`src/rtl/lfr_pkg.sv`:
```
// ----------------------------------------------------------------------------
// lfr_pkg
// Shared types and constants for the LRU frame replacer.
// ----------------------------------------------------------------------------
package lfr_pkg;

  localparam int FRAMES_DEF = 64;

  localparam int ID_W  = 6;
  localparam int REQ_W = 2;
  localparam int CAP_W = 7;
  localparam int OCNT_W = 7;

  localparam logic [CAP_W-1:0] CAPACITY_RST = 7'd64;

  localparam logic [REQ_W-1:0] REQ_VICTIM = 2'd0;
  localparam logic [REQ_W-1:0] REQ_PIN    = 2'd1;
  localparam logic [REQ_W-1:0] REQ_UNPIN  = 2'd2;

  typedef struct packed {
    logic [REQ_W-1:0] req_type;
    logic [ID_W-1:0]  frame_no;
  } in_t;

  typedef struct packed {
    logic              victim_found;
    logic [ID_W-1:0]   victim_frame;
    logic [OCNT_W-1:0] tracked_count;
  } out_t;

  // one-cycle list operation, at most one bit set
  typedef struct packed {
    logic pop;
    logic pin;
    logic push;
  } chain_ctl_t;

endpackage

```
`src/rtl/lfr_cell.sv`:
```
// ----------------------------------------------------------------------------
// lfr_cell
// One list position: frame id and occupancy, compare against the request id.
// ----------------------------------------------------------------------------
module lfr_cell
  import lfr_pkg::*;
(
  input  logic            clk,
  input  logic            rst_n,
  input  chain_ctl_t      ctl,
  input  logic            shift,
  input  logic [ID_W-1:0] cmp_id,
  input  logic            prev_valid,
  input  logic [ID_W-1:0] next_id,
  input  logic            next_valid,
  output logic [ID_W-1:0] id_o,
  output logic            valid_o,
  output logic            match_o
);

  logic [ID_W-1:0] id_r;
  logic            valid_r;
  logic            take_next;
  logic            load_new;

  assign take_next = ctl.pop || (ctl.pin && shift);
  // first empty slot after the occupied run
  assign load_new  = ctl.push && !valid_r && prev_valid;

  always_ff @(posedge clk) begin
    if (!rst_n) begin
      valid_r <= 1'b0;
    end else if (take_next) begin
      valid_r <= next_valid;
    end else if (load_new) begin
      valid_r <= 1'b1;
    end
  end

  always_ff @(posedge clk) begin
    if (take_next) begin
      id_r <= next_id;
    end else if (load_new) begin
      id_r <= cmp_id;
    end
  end

  assign id_o    = id_r;
  assign valid_o = valid_r;
  assign match_o = valid_r && (id_r == cmp_id);

endmodule

```
`src/rtl/lfr_cell_chain.sv`:
```
// ----------------------------------------------------------------------------
// lfr_cell_chain
// Row of list cells, head at position 0, with registered match and shift mask.
// ----------------------------------------------------------------------------
module lfr_cell_chain
  import lfr_pkg::*;
#(
  parameter int FRAMES = FRAMES_DEF
) (
  input  logic            clk,
  input  logic            rst_n,
  input  chain_ctl_t      ctl,
  input  logic [ID_W-1:0] cmp_id,
  output logic [ID_W-1:0] head_id,
  output logic            head_valid,
  output logic            hit
);

  localparam int LVLS = $clog2(FRAMES);

  logic [ID_W-1:0]   id_w    [FRAMES];
  logic [FRAMES-1:0] valid_w;
  logic [FRAMES-1:0] match_w;
  logic [FRAMES-1:0] match_r;
  logic [FRAMES-1:0] pre     [LVLS+1];

  genvar g;
  generate
    for (g = 0; g < FRAMES; g++) begin : g_cell
      logic            prev_v;
      logic [ID_W-1:0] nid;
      logic            nvalid;

      if (g == 0) begin : g_head
        assign prev_v = 1'b1;
      end else begin : g_body
        assign prev_v = valid_w[g-1];
      end

      if (g == FRAMES - 1) begin : g_tail
        assign nid    = '0;
        assign nvalid = 1'b0;
      end else begin : g_link
        assign nid    = id_w[g+1];
        assign nvalid = valid_w[g+1];
      end

      lfr_cell u_cell (
        .clk        (clk),
        .rst_n      (rst_n),
        .ctl        (ctl),
        .shift      (pre[LVLS][g]),
        .cmp_id     (cmp_id),
        .prev_valid (prev_v),
        .next_id    (nid),
        .next_valid (nvalid),
        .id_o       (id_w[g]),
        .valid_o    (valid_w[g]),
        .match_o    (match_w[g])
      );
    end
  endgenerate

  always_ff @(posedge clk) begin
    if (!rst_n) begin
      match_r <= '0;
    end else begin
      match_r <= match_w;
    end
  end

  // prefix OR: cells at or after the matching cell close the gap
  always_comb begin
    pre[0] = match_r;
    for (int l = 0; l < LVLS; l++) begin
      for (int i = 0; i < FRAMES; i++) begin
        if (i >= (1 << l)) begin
          pre[l+1][i] = pre[l][i] | pre[l][i-(1<<l)];
        end else begin
          pre[l+1][i] = pre[l][i];
        end
      end
    end
  end

  assign head_id    = id_w[0];
  assign head_valid = valid_w[0];
  assign hit        = pre[LVLS][FRAMES-1];

endmodule

```
`src/rtl/lru_frame_replacer_core.sv`:
```
// ----------------------------------------------------------------------------
// lru_frame_replacer_core
// LRU replacer list of evictable frames built as a shifting row of cells.
//
//   port group   dir  handshake             payload
//   in_*         in   in_valid / in_ready   in_data   (in_t)
//   out_*        out  out_valid / out_ready out_data  (out_t)
//   cfg_*        in   cfg_we                cfg_wdata (capacity)
//
// A transaction passes through accept, match capture in the cells, and list
// update with result load; the registered cell match forms the capture step.
// A waiting result holds the update step until out_ready frees the output
// register; no new request is accepted meanwhile.
// Reset (rst_n, synchronous) empties the list and sets capacity to 64.
// ----------------------------------------------------------------------------
module lru_frame_replacer_core
  import lfr_pkg::*;
#(
  parameter int FRAMES = FRAMES_DEF
) (
  input  logic             clk,
  input  logic             rst_n,
  input  logic             in_valid,
  output logic             in_ready,
  input  in_t              in_data,
  output logic             out_valid,
  input  logic             out_ready,
  output out_t             out_data,
  input  logic             cfg_we,
  input  logic [CAP_W-1:0] cfg_wdata
);

  localparam int CNT_W = $clog2(FRAMES + 1);
  localparam int LIM_W = (CNT_W > CAP_W) ? CNT_W : CAP_W;
  localparam logic [LIM_W-1:0] FRAMES_L = LIM_W'(FRAMES);

  localparam logic [1:0] ST_IDLE  = 2'd0;
  localparam logic [1:0] ST_MATCH = 2'd1;
  localparam logic [1:0] ST_APPLY = 2'd2;

  logic [1:0]       state_r, state_nxt;
  logic [REQ_W-1:0] req_r;
  logic [ID_W-1:0]  fid_r;
  logic [CAP_W-1:0] capacity_r;
  logic [CNT_W-1:0] count_r, count_nxt;
  logic             out_valid_r, out_valid_nxt;
  out_t             out_r, out_nxt;

  chain_ctl_t       ctl;
  logic [ID_W-1:0]  head_id;
  logic             head_valid;
  logic             hit;
  logic             fire;
  logic             fid_ok;
  logic [LIM_W-1:0] cap_l, limit;
  logic             room;

  lfr_cell_chain #(
    .FRAMES (FRAMES)
  ) u_chain (
    .clk        (clk),
    .rst_n      (rst_n),
    .ctl        (ctl),
    .cmp_id     (fid_r),
    .head_id    (head_id),
    .head_valid (head_valid),
    .hit        (hit)
  );

  assign cap_l  = LIM_W'(capacity_r);
  assign limit  = (cap_l < FRAMES_L) ? cap_l : FRAMES_L;
  assign room   = LIM_W'(count_r) < limit;
  assign fid_ok = LIM_W'(fid_r) < FRAMES_L;
  assign fire   = (state_r == ST_APPLY) && (!out_valid_r || out_ready);

  assign in_ready = (state_r == ST_IDLE);

  always_comb begin
    ctl       = '0;
    count_nxt = count_r;
    out_nxt   = out_r;
    if (fire) begin
      out_nxt = '0;
      case (req_r)
        REQ_VICTIM: begin
          if (count_r != '0) begin
            ctl.pop              = 1'b1;
            out_nxt.victim_found = 1'b1;
            out_nxt.victim_frame = head_id;
          end
        end
        REQ_PIN: ctl.pin = fid_ok && hit;
        REQ_UNPIN: ctl.push = fid_ok && !hit && room;
        default: ;
      endcase
      if (ctl.pop || ctl.pin) begin
        count_nxt = count_r - CNT_W'(1);
      end else if (ctl.push) begin
        count_nxt = count_r + CNT_W'(1);
      end
      out_nxt.tracked_count = OCNT_W'(count_nxt);
    end
  end

  always_comb begin
    state_nxt     = state_r;
    out_valid_nxt = out_valid_r;
    if (out_valid_r && out_ready) begin
      out_valid_nxt = 1'b0;
    end
    case (state_r)
      ST_IDLE:  if (in_valid) state_nxt = ST_MATCH;
      ST_MATCH: state_nxt = ST_APPLY;
      ST_APPLY: begin
        if (fire) begin
          state_nxt     = ST_IDLE;
          out_valid_nxt = 1'b1;
        end
      end
      default:  state_nxt = ST_IDLE;
    endcase
  end

  always_ff @(posedge clk) begin
    if (!rst_n) begin
      state_r     <= ST_IDLE;
      count_r     <= '0;
      out_valid_r <= 1'b0;
      capacity_r  <= CAPACITY_RST;
    end else begin
      state_r     <= state_nxt;
      count_r     <= count_nxt;
      out_valid_r <= out_valid_nxt;
      if (cfg_we) begin
        capacity_r <= cfg_wdata;
      end
    end
  end

  always_ff @(posedge clk) begin
    if (in_valid && in_ready) begin
      req_r <= in_data.req_type;
      fid_r <= in_data.frame_no;
    end
    out_r <= out_nxt;
  end

  assign out_valid = out_valid_r;
  assign out_data  = out_r;

  a_count_bound: assert property (@(posedge clk) disable iff (!rst_n)
    32'(count_r) <= FRAMES)
    else $error("list count above frame count");

  a_one_op: assert property (@(posedge clk) disable iff (!rst_n)
    $onehot0({ctl.pop, ctl.pin, ctl.push}))
    else $error("more than one list operation");

  a_head_count: assert property (@(posedge clk) disable iff (!rst_n)
    head_valid == (count_r != '0))
    else $error("head cell occupancy disagrees with count");

  a_push_count: assert property (@(posedge clk) disable iff (!rst_n)
    ctl.push |=> (count_r == $past(count_r) + CNT_W'(1)))
    else $error("insert did not grow the list");

  a_result_src: assert property (@(posedge clk) disable iff (!rst_n)
    $rose(out_valid_r) |-> $past(state_r == ST_APPLY))
    else $error("result raised outside update step");

endmodule

```
`config.mk`:
```
export PLATFORM = sky130hd
export DESIGN_NAME = lru_frame_replacer_core
export DESIGN_NICKNAME = d
export VERILOG_FILES = /design/src/rtl/lfr_pkg.sv /design/src/rtl/lfr_cell.sv /design/src/rtl/lfr_cell_chain.sv /design/src/rtl/lru_frame_replacer_core.sv
export SDC_FILE = /design/constraint.sdc
export NUM_CORES = 1
export LEC_CHECK = 0
export BUFFER_PORTS_ARGS = -buffer_cell sky130_fd_sc_hd__buf_2
export CORE_ASPECT_RATIO = 0.9
export CORE_MARGIN = 2
export CORE_UTILIZATION = 50
export CTS_BUF_LIST = sky130_fd_sc_hd__clkbuf_4 sky130_fd_sc_hd__clkbuf_8
export CTS_CLUSTER_SIZE = 8
export DETAILED_ROUTE_END_ITERATION = 8
export PLACE_DENSITY = 0.74
export SLEW_MARGIN = 10
export SYNTH_ARGS = -nofsm -noshare
export SYNTH_HDL_FRONTEND = slang
export SYNTH_SLANG_ARGS = --single-unit
```
`constraint.sdc`:
```
create_clock -name clk -period 4.3 [get_ports clk]
set_input_delay 0.43 -clock clk [delete_from_list [all_inputs] [get_ports clk]]
set_output_delay 0.43 -clock clk [all_outputs]
set_load 0.05 [all_outputs]
```
==> run_summary.xml, run 1 <==
<?xml version="1.0" encoding="UTF-8"?>
<metrics>
  <group name="global_route">
    <metric name="grt-busiest-layer" unit="">met2</metric>
    <metric name="grt.met3_usage" unit="%">4.090</metric>
    <metric name="global_route.overflow_total" unit="">0</metric>
    <metric name="grt_antenna_before_repair" unit="">0</metric>
    <metric name="grt_first_pass_wirelength" unit="µm">107100</metric>
    <metric name="gr_util_all_layers" unit="%">22.48</metric>
    <metric name="met1_usage" unit="%">31.67</metric>
    <metric name="first_global_vias" unit="">19220</metric>
    <metric name="grt_start_max_net_pins" unit="">76</metric>
    <metric name="globalRouteMet2Util" unit="%">35.79</metric>
  </group>
  <group name="clock_tree">
    <metric name="clock_tree_from_tritoncts" unit="">done</metric>
    <metric name="post-cts-setup-buffer-count" unit="">0</metric>
    <metric name="clk_pin_slew" unit="ns">0.06</metric>
    <metric name="cts_resized" unit="">0</metric>
    <metric name="cts_hold_buffers" unit="">15</metric>
    <metric name="htree_levels" unit="">3</metric>
    <metric name="number_of_cts_inserted_buffers" unit="">91</metric>
    <metric name="worstSkewPairLatency" unit="ns">0.68</metric>
    <metric name="ctsRootBufferMaster" unit="">sky130_fd_sc_hd__clkbuf_8</metric>
    <metric name="clock-sinks" unit="">551</metric>
    <metric name="max-clock-path-buffers" unit="">3</metric>
  </group>
  <group name="final_layout">
    <metric name="final_layout_size_suffix_gt1_share" unit="%">28.46</metric>
    <metric name="finalNonFillerCells" unit="">3260</metric>
    <metric name="antenna_cells" unit="">0</metric>
    <metric name="finalNetCount" unit="">2447</metric>
    <metric name="area_growth_syn_to_fin" unit="%">11.50</metric>
    <metric name="post_route_cell_area" unit="µm²">32010</metric>
  </group>
  <group name="worst_setup_path">
    <metric name="critPathRequiredTime" unit="ns">4.62</metric>
    <metric name="worstSetupPathType" unit="">reg -&gt; reg</metric>
    <metric name="worstSetupEndpointType" unit="">flip-flop</metric>
    <metric name="critPathMaxFanout" unit="">9</metric>
    <metric name="setup.worst_path.start_class" unit="">flip-flop</metric>
    <metric name="worst_ep_arrival_time" unit="ns">4.21</metric>
  </group>
  <group name="sta">
    <metric name="setup_viol_count_final" unit="">0</metric>
    <metric name="final-max-slew-violation-count" unit="">0</metric>
    <metric name="unrepaired_setup_endpoints_after_global_routing" unit="">no</metric>
    <metric name="post-route-period-util" unit="%">90.61</metric>
    <metric name="worst_slew_margin_rel" unit="%">22.05</metric>
    <metric name="post-route-min-period" unit="ns">3.896</metric>
    <metric name="fmax" unit="MHz">256.7</metric>
    <metric name="timing.setup.tns" unit="ns">0</metric>
    <metric name="final.setup_skew" unit="ns">0.02952</metric>
    <metric name="holdWs" unit="ns">0.03700</metric>
    <metric name="hold_violations" unit="">0</metric>
    <metric name="worstMarginPinSlew" unit="ns">1.169</metric>
  </group>
  <group name="synth">
    <metric name="netlist.area_leader.share" unit="%">41.84</metric>
    <metric name="syn_area" unit="µm²">28710</metric>
    <metric name="postSynthNetCount" unit="">2392</metric>
    <metric name="synth_most_common_cell" unit="">sky130_fd_sc_hd__edfxtp_1</metric>
    <metric name="fraction_of_registers_with_async_set_or_reset_after_synthesis" unit="%">0</metric>
    <metric name="synth_largest_area_cell" unit="">sky130_fd_sc_hd__edfxtp_1</metric>
    <metric name="synth.ff_latch_count" unit="">551</metric>
    <metric name="postSynthAreaPerCell" unit="µm²">12.14</metric>
    <metric name="synth_top_cells_by_count" unit="">sky130_fd_sc_hd__edfxtp_1 (400), sky130_fd_sc_hd__mux2_2 (366), sky130_fd_sc_hd__xnor2_1 (222)</metric>
    <metric name="yosys.cell_types.count" unit="">71</metric>
    <metric name="synth_sequential_area_ratio" unit="%">52.37</metric>
    <metric name="synthesis.instances" unit="">2364</metric>
    <metric name="ys_dominant_reg_cell" unit="">sky130_fd_sc_hd__edfxtp_1</metric>
    <metric name="yosys_warnings" unit="">0</metric>
    <metric name="ys_top_cells_by_area" unit="">sky130_fd_sc_hd__edfxtp_1 (42%), sky130_fd_sc_hd__mux2_2 (14%), sky130_fd_sc_hd__dfxtp_1 (11%)</metric>
    <metric name="number_of_flops_mapped_to_enable_cells_by_yosys" unit="">400</metric>
  </group>
  <group name="power">
    <metric name="power.total" unit="mW">11.30</metric>
    <metric name="powerDensity" unit="nW/µm²">352.9</metric>
    <metric name="combPwrFrac" unit="%">6.4</metric>
    <metric name="power.switching_fraction" unit="%">22.44</metric>
    <metric name="sequentialPowerShare" unit="%">50.8</metric>
    <metric name="share_clk_of_total_power" unit="%">42.7</metric>
    <metric name="power_switching" unit="mW">2.534</metric>
    <metric name="vdd_ir_drop_max" unit="µV">203.6</metric>
    <metric name="internal_power" unit="mW">8.761</metric>
    <metric name="cellLeakagePower" unit="nW">11.11</metric>
  </group>
  <group name="floorplan">
    <metric name="io_pins" unit="">36</metric>
    <metric name="die-area" unit="µm²">59350</metric>
    <metric name="die-height" unit="µm">231.3</metric>
    <metric name="initial_core_util" unit="%">50.44</metric>
    <metric name="chipWidth" unit="µm">256.6</metric>
    <metric name="core_area" unit="µm²">56910</metric>
    <metric name="std_cell_rows" unit="">83</metric>
  </group>
  <group name="detailed_routing">
    <metric name="wire_per_inst" unit="µm">20.60</metric>
    <metric name="drt_wl_total" unit="µm">67140</metric>
    <metric name="post_detailed_route_drc_marker_count" unit="">0</metric>
    <metric name="dr_total_vias" unit="">19150</metric>
    <metric name="drt_pre_antenna_iters" unit="">6</metric>
    <metric name="vias_per_cell" unit="">5.873</metric>
    <metric name="drtAntennaViolNets" unit="">0</metric>
    <metric name="first_iter_violations" unit="">2057</metric>
  </group>
  <group name="placement">
    <metric name="post-dp-hpwl" unit="µm">44340</metric>
    <metric name="numPlacedInstances" unit="">3076</metric>
    <metric name="portBuffers" unit="">35</metric>
    <metric name="placement.cell_area" unit="µm²">29930</metric>
    <metric name="gp_congestion" unit="">0.8479</metric>
  </group>
  <group name="status">
    <metric name="outcome" unit="">completed</metric>
  </group>
  <group name="min_path">
    <metric name="hold_path.class" unit="">in -&gt; reg</metric>
  </group>
  <group name="job">
    <metric name="max_cap_violations" unit="">0</metric>
  </group>
</metrics>
layout make-up:
class	count	area, µm²
clock buffer	154	1857
clock inverter	15	73.82
fill	4605	24900
inverter	21	78.83
multi-input combinational	1630	12970
sequential	551	15030
tap	765	957.2
timing repair buffer	124	1033
flip-flops by register name, indices dropped and copies added (netlist names):
| register | cells |
|---|---|
| out_data | 14 |
| fid_r | 6 |
| u_chain.g_cell.u_cell.id_o | 384 |
| u_chain.match_r | 64 |
| cap_l | 7 |
| state_r | 2 |
| u_chain.g_cell.u_cell.valid_o | 64 |
| out_valid | 1 |
| count_r | 7 |
| req_r | 2 |
critical path: stages (launching register included):
cell and delay, ns:
sky130_fd_sc_hd__dfxtp_1 0.32, sky130_fd_sc_hd__or3_1 0.39, sky130_fd_sc_hd__or4_4 0.59, sky130_fd_sc_hd__or4_1 0.66, sky130_fd_sc_hd__o311a_1 0.71, sky130_fd_sc_hd__a22oi_4 0.44, sky130_fd_sc_hd__o21ai_0 0.40
routing by layer:
metal | vias up | share of wire [%]
met3 | 106 | 6.8
met1 | 9501 | 45
li1 | 8857 | -
met4 | 0 | 1.8
met2 | 681 | 46
met5 | - | 0
path summary, 6_finish.rpt:
path | startpoint | slack [ns] | endpoint | cells past startpoint
setup / recovery | u_chain.match_r[42]$_SDFF_PN0_ | 0.40 | u_chain.g_cell[61].u_cell.id_o[3]$_DFFE_PP_ | 6
hold / removal | cfg_wdata[0] | 0.04 | cap_l[0]$_SDFFE_PN0P_ | 3
hold reg to reg | u_chain.g_cell[54].u_cell.valid_o$_SDFFE_PN0P_ | 0.48 | u_chain.match_r[54]$_SDFF_PN0_ | 2
setup reg to reg | u_chain.match_r[42]$_SDFF_PN0_ | 0.40 | u_chain.g_cell[61].u_cell.id_o[3]$_DFFE_PP_ | 6
kinds of logic (layout without fill, tap and decap cells):
group	count (synthesis)	after routing	share of synthesized area, %
muxes	407	407	16.00
adders and majority gates	8	8	0.3487
buffers and inverters	183	314	2.541
and+or+nand+nor	553	553	10.11
DFF	551	551	52.37
xor gates and xnor gates	390	390	11.90
AOI/OAI and AO/OA	272	272	6.730
power groups by stage:
stage	logic (mW)	registers, mW	clock network (mW)
6_report	0.727	5.74	4.83
5_1_grt	0.788	5.74	5.13
4_1_cts	0.726	5.74	4.91
3_5_place_dp	0.708	5.85	0
3_3_place_gp	0.689	5.85	0
2_1_floorplan	0.546	5.84	0
placed cells by master, fill, tap and decap left out, types with 28 or more instances in the layout:
master,count
sky130_fd_sc_hd__nor4_1,90
sky130_fd_sc_hd__clkbuf_8,112
sky130_fd_sc_hd__nand2_1,103
sky130_fd_sc_hd__xor2_1,168
sky130_fd_sc_hd__clkbuf_4,42
sky130_fd_sc_hd__edfxtp_1,400
sky130_fd_sc_hd__a21oi_1,75
sky130_fd_sc_hd__mux2_2,366
sky130_fd_sc_hd__buf_2,34
sky130_fd_sc_hd__dfxtp_1,151
sky130_fd_sc_hd__nor2_1,69
sky130_fd_sc_hd__o21ai_0,28
sky130_fd_sc_hd__mux2i_1,29
sky130_fd_sc_hd__nor3_1,49
sky130_fd_sc_hd__o31ai_1,44
sky130_fd_sc_hd__nand3_1,127
sky130_fd_sc_hd__buf_4,63
sky130_fd_sc_hd__xnor2_1,222
metrics by stage:
stage,worst slack [ns],util [%]
floorplan,0.7744,-
global placement,0.5915,52.59
detailed placement,0.4824,52.59
CTS,0.4383,56.24
global route,0.2887,56.24
finish,0.4037,56.24
Power figures use the tool's default switching activity.
==> inputs of run 2 (changes only) <==
Settings changed: CELL_PAD_IN_SITES_DETAIL_PLACEMENT set to 1, CELL_PAD_IN_SITES_GLOBAL_PLACEMENT set to 1, PLACE_DENSITY 0.74 to 0.87.
==> run 2 against run 1 <==
  * Global-route usage is 7.7 points higher
  * Highest routed layer unchanged
  * Count of clock-buffer cells in the layout is 1 lower
  * Combinational power is 11% higher
  * Sequential share of layout area is 0.24 points lower
  * Die area stayed put
==> run_summary.xml, run 2 (synthesis gave the netlist of run 1 again) <==
<?xml version="1.0" encoding="UTF-8"?>
<metrics>
  <group name="status">
    <metric name="outcome" unit="">completed</metric>
  </group>
  <group name="placement">
    <metric name="numPlacedInstances" unit="">3082</metric>
    <metric name="portBuffers" unit="">35</metric>
    <metric name="placement.cell_area" unit="µm²">30060</metric>
    <metric name="post-dp-hpwl" unit="µm">53470</metric>
    <metric name="gp_congestion" unit="">0.8379</metric>
    <metric name="post-place-ws" unit="ns">0.3696</metric>
  </group>
  <group name="worst_setup_path">
    <metric name="critPathMaxFanout" unit="">8</metric>
    <metric name="setup.worst_path.start_class" unit="">flip-flop</metric>
    <metric name="worstSetupPathType" unit="">reg -&gt; reg</metric>
    <metric name="worst_path_largest_cell_delay" unit="ns">0.81</metric>
    <metric name="worstSetupEndpointType" unit="">flip-flop</metric>
    <metric name="crit_family" unit="">simple AND/OR/NAND/NOR gates</metric>
    <metric name="worst_ep_arrival_time" unit="ns">4.61</metric>
    <metric name="crit_chain" unit="">nor4_1, nand3_1, or4_1, o311ai_4, buf_4, o21ai_1, o21bai_1</metric>
    <metric name="cell_with_the_largest_stage_delay_on_the_worst_path" unit="">sky130_fd_sc_hd__or4_1</metric>
    <metric name="timing.critical_path.buf_inv" unit="">1</metric>
    <metric name="critPathRequiredTime" unit="ns">4.65</metric>
  </group>
  <group name="floorplan">
    <metric name="initial_core_util" unit="%">50.44</metric>
    <metric name="core_area" unit="µm²">56910</metric>
    <metric name="io_pins" unit="">36</metric>
    <metric name="die-area" unit="µm²">59350</metric>
    <metric name="std_cell_rows" unit="">83</metric>
    <metric name="die-height" unit="µm">231.3</metric>
    <metric name="chipWidth" unit="µm">256.6</metric>
  </group>
  <group name="final_layout">
    <metric name="finalNetCount" unit="">2453</metric>
    <metric name="largest_register_ffs" unit="">384</metric>
    <metric name="finalNonFillerCells" unit="">3266</metric>
    <metric name="layout.cells.most_common" unit="">sky130_fd_sc_hd__edfxtp_1</metric>
    <metric name="nFillCells" unit="">5812</metric>
    <metric name="final_layout_size_suffix_gt1_share" unit="%">28.55</metric>
    <metric name="layout.cells.most_common_list" unit="">sky130_fd_sc_hd__edfxtp_1 (400), sky130_fd_sc_hd__mux2_2 (366), sky130_fd_sc_hd__xnor2_1 (222), sky130_fd_sc_hd__xor2_1 (168), sky130_fd_sc_hd__dfxtp_1 (151)</metric>
    <metric name="post_route_cell_area" unit="µm²">32170</metric>
    <metric name="final_core_utilization" unit="%">56.53</metric>
    <metric name="antenna_cells" unit="">0</metric>
    <metric name="area_growth_syn_to_fin" unit="%">12.08</metric>
  </group>
  <group name="global_route">
    <metric name="grt_first_pass_wirelength" unit="µm">138600</metric>
    <metric name="grt_antenna_before_repair" unit="">2</metric>
    <metric name="first_global_vias" unit="">22510</metric>
    <metric name="global_route.overflow_total" unit="">0</metric>
    <metric name="gr_util_all_layers" unit="%">30.19</metric>
    <metric name="grt_start_max_net_pins" unit="">69</metric>
  </group>
  <group name="power">
    <metric name="vdd_ir_drop_max" unit="µV">216.4</metric>
    <metric name="cellLeakagePower" unit="nW">11.17</metric>
    <metric name="power.total" unit="mW">11.75</metric>
    <metric name="powerDensity" unit="nW/µm²">365.3</metric>
  </group>
  <group name="min_path">
    <metric name="hold_path.class" unit="">in -&gt; reg</metric>
  </group>
  <group name="detailed_routing">
    <metric name="first_iter_violations" unit="">1805</metric>
    <metric name="drt_pre_antenna_iters" unit="">8</metric>
    <metric name="drt_wl_total" unit="µm">90110</metric>
    <metric name="dr_total_vias" unit="">20910</metric>
    <metric name="vias_per_cell" unit="">6.403</metric>
    <metric name="post_detailed_route_drc_marker_count" unit="">0</metric>
    <metric name="drtAntennaViolNets" unit="">0</metric>
    <metric name="wire_per_inst" unit="µm">27.59</metric>
  </group>
  <group name="sta">
    <metric name="fmax" unit="MHz">235.3</metric>
    <metric name="post-route-period-util" unit="%">98.85</metric>
    <metric name="timing.setup.tns" unit="ns">0</metric>
    <metric name="unrepaired_setup_endpoints_after_global_routing" unit="">no</metric>
    <metric name="hold_violations" unit="">0</metric>
    <metric name="worstMarginPinSlew" unit="ns">1.304</metric>
    <metric name="post-route-worst-setup-slack" unit="ns">0.04965</metric>
    <metric name="post-route-min-period" unit="ns">4.250</metric>
    <metric name="final.setup_skew" unit="ns">0.06848</metric>
    <metric name="holdWs" unit="ns">0.008953</metric>
    <metric name="worst_slew_margin_rel" unit="%">13.08</metric>
    <metric name="setup_viol_count_final" unit="">0</metric>
    <metric name="final-max-slew-violation-count" unit="">0</metric>
  </group>
  <group name="job">
    <metric name="max_cap_violations" unit="">0</metric>
  </group>
  <group name="clock_tree">
    <metric name="clock-sinks" unit="">551</metric>
    <metric name="htree_levels" unit="">3</metric>
    <metric name="clock_tree_from_tritoncts" unit="">done</metric>
    <metric name="clk_pin_slew" unit="ns">0.08</metric>
    <metric name="worstSkewPairLatency" unit="ns">0.73</metric>
    <metric name="max-clock-path-buffers" unit="">3</metric>
    <metric name="number_of_cts_inserted_buffers" unit="">92</metric>
    <metric name="ctsRootBufferMaster" unit="">sky130_fd_sc_hd__clkbuf_8</metric>
  </group>
</metrics>
-- run 2: changes by cell type in the layout (fill, tap and decap cells not counted), sizes merged --
cell / change
clkbuf: -1
inv: +1
bufinv: +2
buf: +6
dlygate4sd3: -1
clkinv: -1
-- run 2: worst reg2reg max path, stage by stage (launching register included) --
cell	delay, ns
sky130_fd_sc_hd__dfxtp_1	0.35
sky130_fd_sc_hd__nor4_1	0.62
sky130_fd_sc_hd__nand3_1	0.40
sky130_fd_sc_hd__or4_1	0.81
sky130_fd_sc_hd__o311ai_4	0.68
sky130_fd_sc_hd__buf_4	0.30
sky130_fd_sc_hd__o21ai_1	0.29
sky130_fd_sc_hd__o21bai_1	0.46
-- run 2: repair_timing --
item,in CTS,in global routing
gates resized for setup,0,0
buffers inserted,0,0
hold endpoints to repair,14,0
setup endpoints to repair,0,0
hold buffers,14,0
-- run 2: final timing paths --
check	slack (ns)	start	end	cells after the start
worst max-delay path	0.05	u_chain.match_r[20]$_SDFF_PN0_	u_chain.g_cell[6].u_cell.id_o[5]$_DFFE_PP_	7
worst min-delay path	0.009	cfg_wdata[5]	cap_l[5]$_SDFFE_PN0P_	3
worst max register to register	0.05	u_chain.match_r[20]$_SDFF_PN0_	u_chain.g_cell[6].u_cell.id_o[5]$_DFFE_PP_	7
worst min register to register	0.50	u_chain.g_cell[42].u_cell.valid_o$_SDFFE_PN0P_	u_chain.match_r[42]$_SDFF_PN0_	2
-- run 2: final cells by class --
type	instances	area (µm²)	area share, %
Sequential cell	551	15030	46.73
Multi-Input combinational cell	1630	12980	40.34
Clock buffer	153	1837	5.709
Inverter	21	78.83	0.2450
Timing Repair Buffer	129	1156	3.593
Tap cell	765	957.2	2.975
Clock inverter	17	132.6	0.4122
-- run 2: per-layer routing --
layer  vias up  wire length [µm]  GRT usage [%]
li1       8854                 -              -
met1     10700             35430          37.37
met2      1027             44260          51.21
met3       328              5904          4.867
met4         0              4513          15.46
met5         -                 0              0
-- run 2: report_power, final --
part / switching [mW] / internal, mW
combinational: 0.457 / 0.349
sequential: 0.0338 / 5.71
clock: 2.39 / 2.81
total: 2.88 / 8.87
